### src/design/tmfh_pkg.sv
// ----------------------------------------------------------------------------
// tmfh_pkg - shared types and constants of the tile map floor height block
// Tile entry layout, tile kinds, operation codes and fixed field widths.
// ----------------------------------------------------------------------------
package tmfh_pkg;

    // Fixed field widths
    localparam int POS_W   = 16;
    localparam int KIND_W  = 4;
    localparam int LEVEL_W = 16;
    localparam int RISE_W  = 8;
    localparam int OUT_W   = 25;

    // Operation codes
    localparam logic OP_WRITE = 1'b0;
    localparam logic OP_QUERY = 1'b1;

    // Tile kinds; codes without a member behave as open
    typedef enum logic [KIND_W-1:0] {
        KIND_SOLID   = 4'd0,
        KIND_OPEN    = 4'd1,
        KIND_DIAG_SE = 4'd2,
        KIND_DIAG_SW = 4'd3,
        KIND_DIAG_NW = 4'd4,
        KIND_DIAG_NE = 4'd5,
        KIND_SLOPE_N = 4'd6,
        KIND_SLOPE_S = 4'd7,
        KIND_SLOPE_E = 4'd8,
        KIND_SLOPE_W = 4'd9
    } t_tile_kind;

    // One tile store entry (44 bits)
    typedef struct packed {
        logic [KIND_W-1:0]  kind;
        logic [LEVEL_W-1:0] floor_lvl;
        logic [LEVEL_W-1:0] ceil_lvl;
        logic [RISE_W-1:0]  rise;
    } t_tile_entry;

endpackage

### src/design/tmfh_height.sv
// ----------------------------------------------------------------------------
// tmfh_height - height of one tile at a fractional position
// Picks floor, ceiling, diagonal split or slope interpolation by tile kind.
// ----------------------------------------------------------------------------
module tmfh_height
    import tmfh_pkg::*;
#(
    parameter int FRAC_BITS = 8
) (
    input  t_tile_entry                    i_entry,
    input  logic [FRAC_BITS-1:0]           i_frac_x,
    input  logic [FRAC_BITS-1:0]           i_frac_y,
    output logic [LEVEL_W+FRAC_BITS+1:0]   o_height
);

    localparam int HW = LEVEL_W + FRAC_BITS + 2;
    localparam int PW = RISE_W + FRAC_BITS;
    localparam logic [FRAC_BITS:0] ONE_FIX = (FRAC_BITS+1)'(1) << FRAC_BITS;

    logic [HW-1:0]            floor_fix;
    logic [HW-1:0]            ceil_fix;
    logic [HW-1:0]            top_fix;
    logic [FRAC_BITS:0]       frac_sum;
    logic [FRAC_BITS-1:0]     frac_sel;
    logic [PW-1:0]            rise_prod;
    logic [HW-1:0]            rise_part;

    // Levels shifted into fixed point; top is floor plus one full rise
    assign floor_fix = HW'(i_entry.floor_lvl) << FRAC_BITS;
    assign ceil_fix  = HW'(i_entry.ceil_lvl) << FRAC_BITS;
    assign top_fix   = HW'({1'b0, i_entry.floor_lvl} + (LEVEL_W+1)'(i_entry.rise))
                       << FRAC_BITS;
    assign frac_sum  = (FRAC_BITS+1)'(i_frac_x) + (FRAC_BITS+1)'(i_frac_y);

    // North/south slopes run along y, east/west along x
    always_comb begin
        case (i_entry.kind)
            KIND_SLOPE_N, KIND_SLOPE_S: frac_sel = i_frac_y;
            default:                    frac_sel = i_frac_x;
        endcase
    end

    // Full-width rise times fraction
    assign rise_prod = PW'(i_entry.rise) * PW'(frac_sel);
    assign rise_part = HW'(rise_prod);

    // Kind select
    always_comb begin
        case (i_entry.kind)
            KIND_SOLID:   o_height = ceil_fix;
            KIND_DIAG_SE: o_height = (i_frac_x < i_frac_y) ? ceil_fix : floor_fix;
            KIND_DIAG_SW: o_height = (frac_sum > ONE_FIX)  ? ceil_fix : floor_fix;
            KIND_DIAG_NW: o_height = (i_frac_x > i_frac_y) ? ceil_fix : floor_fix;
            KIND_DIAG_NE: o_height = (frac_sum < ONE_FIX)  ? ceil_fix : floor_fix;
            KIND_SLOPE_N,
            KIND_SLOPE_E: o_height = floor_fix + rise_part;
            KIND_SLOPE_S,
            KIND_SLOPE_W: o_height = top_fix - rise_part;
            default:      o_height = floor_fix;
        endcase
    end

endmodule

### config.mk
export PLATFORM = sky130hd
export DESIGN_NAME = tmfh_height
export DESIGN_NICKNAME = d
export VERILOG_FILES = /design/src/design/tmfh_pkg.sv /design/src/design/tmfh_height.sv
export SDC_FILE = /design/constraint.sdc
export NUM_CORES = 1
export LEC_CHECK = 0
export BUFFER_PORTS_ARGS = -buffer_cell sky130_fd_sc_hd__buf_2
export CAP_MARGIN = 20
export CORE_UTILIZATION = 40
export DETAILED_ROUTE_END_ITERATION = 10
export PLACE_DENSITY = 0.6
export SLEW_MARGIN = 10
export SYNTH_ARGS = -nofsm -noshare
export SYNTH_HDL_FRONTEND = slang
export SYNTH_SLANG_ARGS = --single-unit
export TNS_END_PERCENT = 10
### constraint.sdc
create_clock -name vclk -period 10.8
set_input_delay 1.62 -clock vclk [all_inputs]
set_output_delay 1.62 -clock vclk [all_outputs]
set_load 0.02 [all_outputs]
Yosys cells after proc, flatten, opt, wreduce, memory -nomap -nowiden
Cells that the tools add are included.
Word-level totals
  logic and storage cells: 27
  output and inout port bits: 26
  register bits: 0
Operators by class
  magnitude comparators: 4
  multipliers: 1
  add/subtract/negate cells: 4
  equal/unequal tests: 8
  multiplexer cells: 6
  reduce and logical (&&, ||, !) cells: 4
Operators with widths (number)
  $pmux W26 S7: 1
  $mux W24: 4
  $sub A25 B16 Y26: 1
  $add A24 B16 Y25: 1
  $add A16 B8 Y17: 1
  $eq A4 B3 Y1 const B: 4
  $mul A8 B8 Y16: 1
  $add A8 B8 Y9: 1
  $gt A9 B9 Y1 const B: 1
  $lt A9 B9 Y1 const B: 1
  $eq A4 B2 Y1 const B: 2
  $eq A4 B4 Y1 const B: 2
  $gt A8 B8 Y1: 1
  $lt A8 B8 Y1: 1
  $mux W8: 1
  $reduce_or A2 Y1: 3
  $logic_not A4 Y1: 1

Depth between registers and ports, before layout
  word-level depth: 6
  depth in mapped cells: 31
  depth with buffers taken out: 29

Least setup slack after synthesis
No wires, ideal clock.
  path kind: in2out
  from: input i_entry[42] (netlist bit)
  to: output o_height[21]
  path slack: 1.068 ns
  data arrival time: 8.112 ns
  path buffers: 2
  data required time: 9.180 ns
  cell stages on the path: 29
  cell sequence: clkbuf_1 > nand3b_1 > clkbuf_1 > a21oi_1 > nor2b_1 > fa_1 > fa_1 > inv_1 > fa_1 > fa_1 > inv_1 > ha_1 > inv_1 > a21oi_1 > o21ai_0 > nand2b_1 > a21oi_1 > o21ai_0 > o41ai_1 > xnor2_1 > ha_1 > nor2_1 > o2bb2ai_1 > a31o_2 > o21ai_1 > a41oi_1 > a31o_2 > a41o_1 > o21ai_0
On the way
  cells in the longest elaborated chain, start to end: 6
  elaborated cells on any way between the ends: 17
  those cells by class: add/sub (2); mul (1); eq/ne (8); mux (2); reduce/logical (4)
Ends and longest elaborated chain
  from (decl): RTL line tmfh_height.sv:10  | input t_tile_entry i_entry,
  $eq A4 B3 Y1: RTL line tmfh_height.sv:37, tmfh_height.sv:49
  $reduce_or A2 Y1: RTL line tmfh_height.sv:37  | case (i_entry.kind)
  $mux W8: RTL line tmfh_height.sv:37
  $mul A8 B8 Y16: RTL line tmfh_height.sv:44  | assign rise_prod = PW'(i_entry.rise) * PW'(frac_sel);
  $sub A25 B16 Y26 / $add A24 B16 Y25 (equally long branches): RTL line tmfh_height.sv:58, tmfh_height.sv:56
  $pmux W26 S7 *: RTL line tmfh_height.sv:49  | case (i_entry.kind)
  to (decl): RTL line tmfh_height.sv:13  | output logic [LEVEL_W+FRAC_BITS+1:0] o_height
Every way passes the cells marked *; elsewhere a longest branch is shown, timed or not.

Worst setup path in the final report
  from: input i_entry[41] (netlist bit)
  to: output o_height[21]
Same word-level chain as after synthesis.

==> summary.txt <==
Req. time, crit path - 9.18 ns
Slew Limit Fails - 0
Pre-antenna DRT Iters - 5
Total Wirelength - 16100 um
CP startpoint kind - input port
Final Hold Vio Count - 0
Filler cells - 1359
top cells by count, synth - inv_1 (81), ha_1 (78), nor2_1 (63), nand2_1 (49), nor2b_1 (41)
WP buf/inv - 7
die span in x - 118 um
Starting Density - 41.0%
antenna-violating nets left - 0
CP dominant cell by count - fa_1
drt drc - 0
critical setup path kind - input port to output port
final setup violating endpoints - 0
number of global-route vias before repair - 5480
slowest stage delay, CP - 0.54 ns
largest net degree at the start of global routing - 24
Power Dens Cells - 210 nW/um2
grt ovf - 0
post-synth design cell area - 5400 um2
post-synthesis cell type count - 78
total global routing track utilization - 22.9%
# diodes - 0
Avg WL per Cell - 16.3 um
sequential-to-total area share from yosys stat - 0%
outcome - completed
post-layout util - 46.1%
CORE AREA - 13200 um2
Max Fanout on Critical Path - 15
Detailed Place HPWL - 13500 um
top cell type's share of synthesized area - 18.1%
RSZ-0062 raised after global routing - no
Avg Cell Area, Syn - 7.43 um2
crit path time final - 10.08 ns
Setup crit start - i_entry[41]
setup_tns - 0 ns
Final Net Count - 987
period utilization - 93.3%
worst vdd ir - 0.105 mV
min-delay worst type - input port to output port
std cell rows - 42
clkbuf count - 0
Yosys top cell by area - ha_1
Die ar. - 14000 um2
Register Area - 0 um2
Ys Warns - 0
port bufs - 86
Hold Path Cell Cnt - 4
Area growth, synth to finish - 12.7%
antenna violations before repair - 0
Synthesized Nets - 904
Data arrival, critical path - 8.46 ns
Max Cap Viol - 0
ratio of cells with drive above 1 in the final layout - 15.6%
Max Fclk - 99.2 MHz
die height - 118 um
multi-input logic area - 5040 um2
Critical Path End Type - output port
hold path startpoint - i_entry[19]
worst-path cell with the longest stage delay - fa_1
RD Place Congestion - 0.896
most common cell in the netlist - inv_1
Synth area leaders - ha_1 (18%), fa_1 (14%), inv_1 (5.6%)
cells after synthesis - 727
via/cell ratio - 5.65
initial DRC count - 347
Critical Path Stages - 31
vias - 5557
leakage power - 2.94 nW
Slew HR - 48.8%
Seq cells - 0
cell family with the largest share of critical-path delay - adder cells
Worst Max-Slew Pin Slew - 0.768 ns
global-route wire length before repair - 26600 um
IO Count - 86
-- placed cells by master, fill, tap and decap left out, types with 3 or more instances in the layout --
| cell type | instances |
|---|---|
| nand4_1 | 6 |
| o211ai_1 | 7 |
| a221oi_1 | 3 |
| o21ai_0 | 29 |
| and2_1 | 18 |
| ha_1 | 78 |
| a21boi_0 | 4 |
| o41ai_1 | 3 |
| a31o_2 | 3 |
| xor2_1 | 23 |
| xnor2_1 | 27 |
| mux2i_1 | 3 |
| o21bai_1 | 7 |
| o2111ai_1 | 6 |
| o31ai_1 | 6 |
| a31oi_1 | 7 |
| nor3_1 | 24 |
| nand3_1 | 18 |
| fa_1 | 39 |
| inv_1 | 81 |
| a222oi_1 | 5 |
| and3b_1 | 3 |
| nand2b_1 | 16 |
| buf_2 | 86 |
| and3_1 | 10 |
| nand2_1 | 49 |
| nor2b_1 | 41 |
| nor2_1 | 63 |
| a211oi_1 | 8 |
| a21o_1 | 10 |
| buf_4 | 10 |
| a41oi_1 | 4 |
| a21oi_1 | 39 |
| o21ai_1 | 10 |
| or3_1 | 4 |
-- where the power goes --
| group | switching [W] | total [W] | internal, W | leakage, nW |
|---|---|---|---|---|
| Sequential | 0 | 0 | 0 | 0 |
| Combinational | 0.000751 | 0.00128 | 0.000529 | 2.94 |
| Clock | 0 | 0 | 0 | 0 |
-- metrics by stage --
| step | total power [W] | instances | hold WS [ns] | instance area (um2) | worst slack [ns] |
|---|---|---|---|---|---|
| 6_report | 0.00128 | 984 | 3.61 | 6090 | 0.721 |
| 5_1_grt | 0.00144 | 984 | 3.64 | 6090 | 0.159 |
| 4_1_cts | 0.00128 | 982 | 3.62 | 6040 | 0.192 |
| 3_5_place_dp | 0.00126 | 982 | 3.62 | 6040 | 0.222 |
| 3_3_place_gp | 0.00125 | 982 | 3.61 | 6040 | 0.396 |
| 2_1_floorplan | 0.000981 | 727 | 3.42 | 5400 | 1.07 |
-- routing by layer --
metal | vias up | routed length (um) | track usage, % | part of all wire [%]
li1 | 2735 | - | - | -
met3 | 25 | 745 | 1.30 | 4.6
met1 | 2633 | 7450 | 32.1 | 46
met2 | 164 | 7500 | 38.3 | 47
met4 | 0 | 368 | 5.37 | 2.3
met5 | - | 0 | 0 | 0
-- cell families after synthesis --
logic type	synth area share, %
and+or+nand+nor	26.0
xor gates and xnor gates	8.11
buffers and inverters	7.18
adders and majority gates	32.5
muxes	1.04
AOI/OAI and AO/OA	25.1
-- path summary, 6_finish.rpt --
check	endpoint	slack, ns
max	o_height[21]	0.72
min	o_height[19]	3.61
-- layout make-up --
type	count	share of cell area, %
multi-input combinational	630	82.8
tap	176	3.62
timing repair buffer	97	8.63
inverter	81	5.00
-- timing repair --
item / CTS / global route
hold buffers: 0 / 0
gates resized for setup: 0 / 4
buffers inserted: 0 / 1
endpoints found under the setup margin: 0 / 11
No activity file was read; power rests on OpenSTA's default activity.
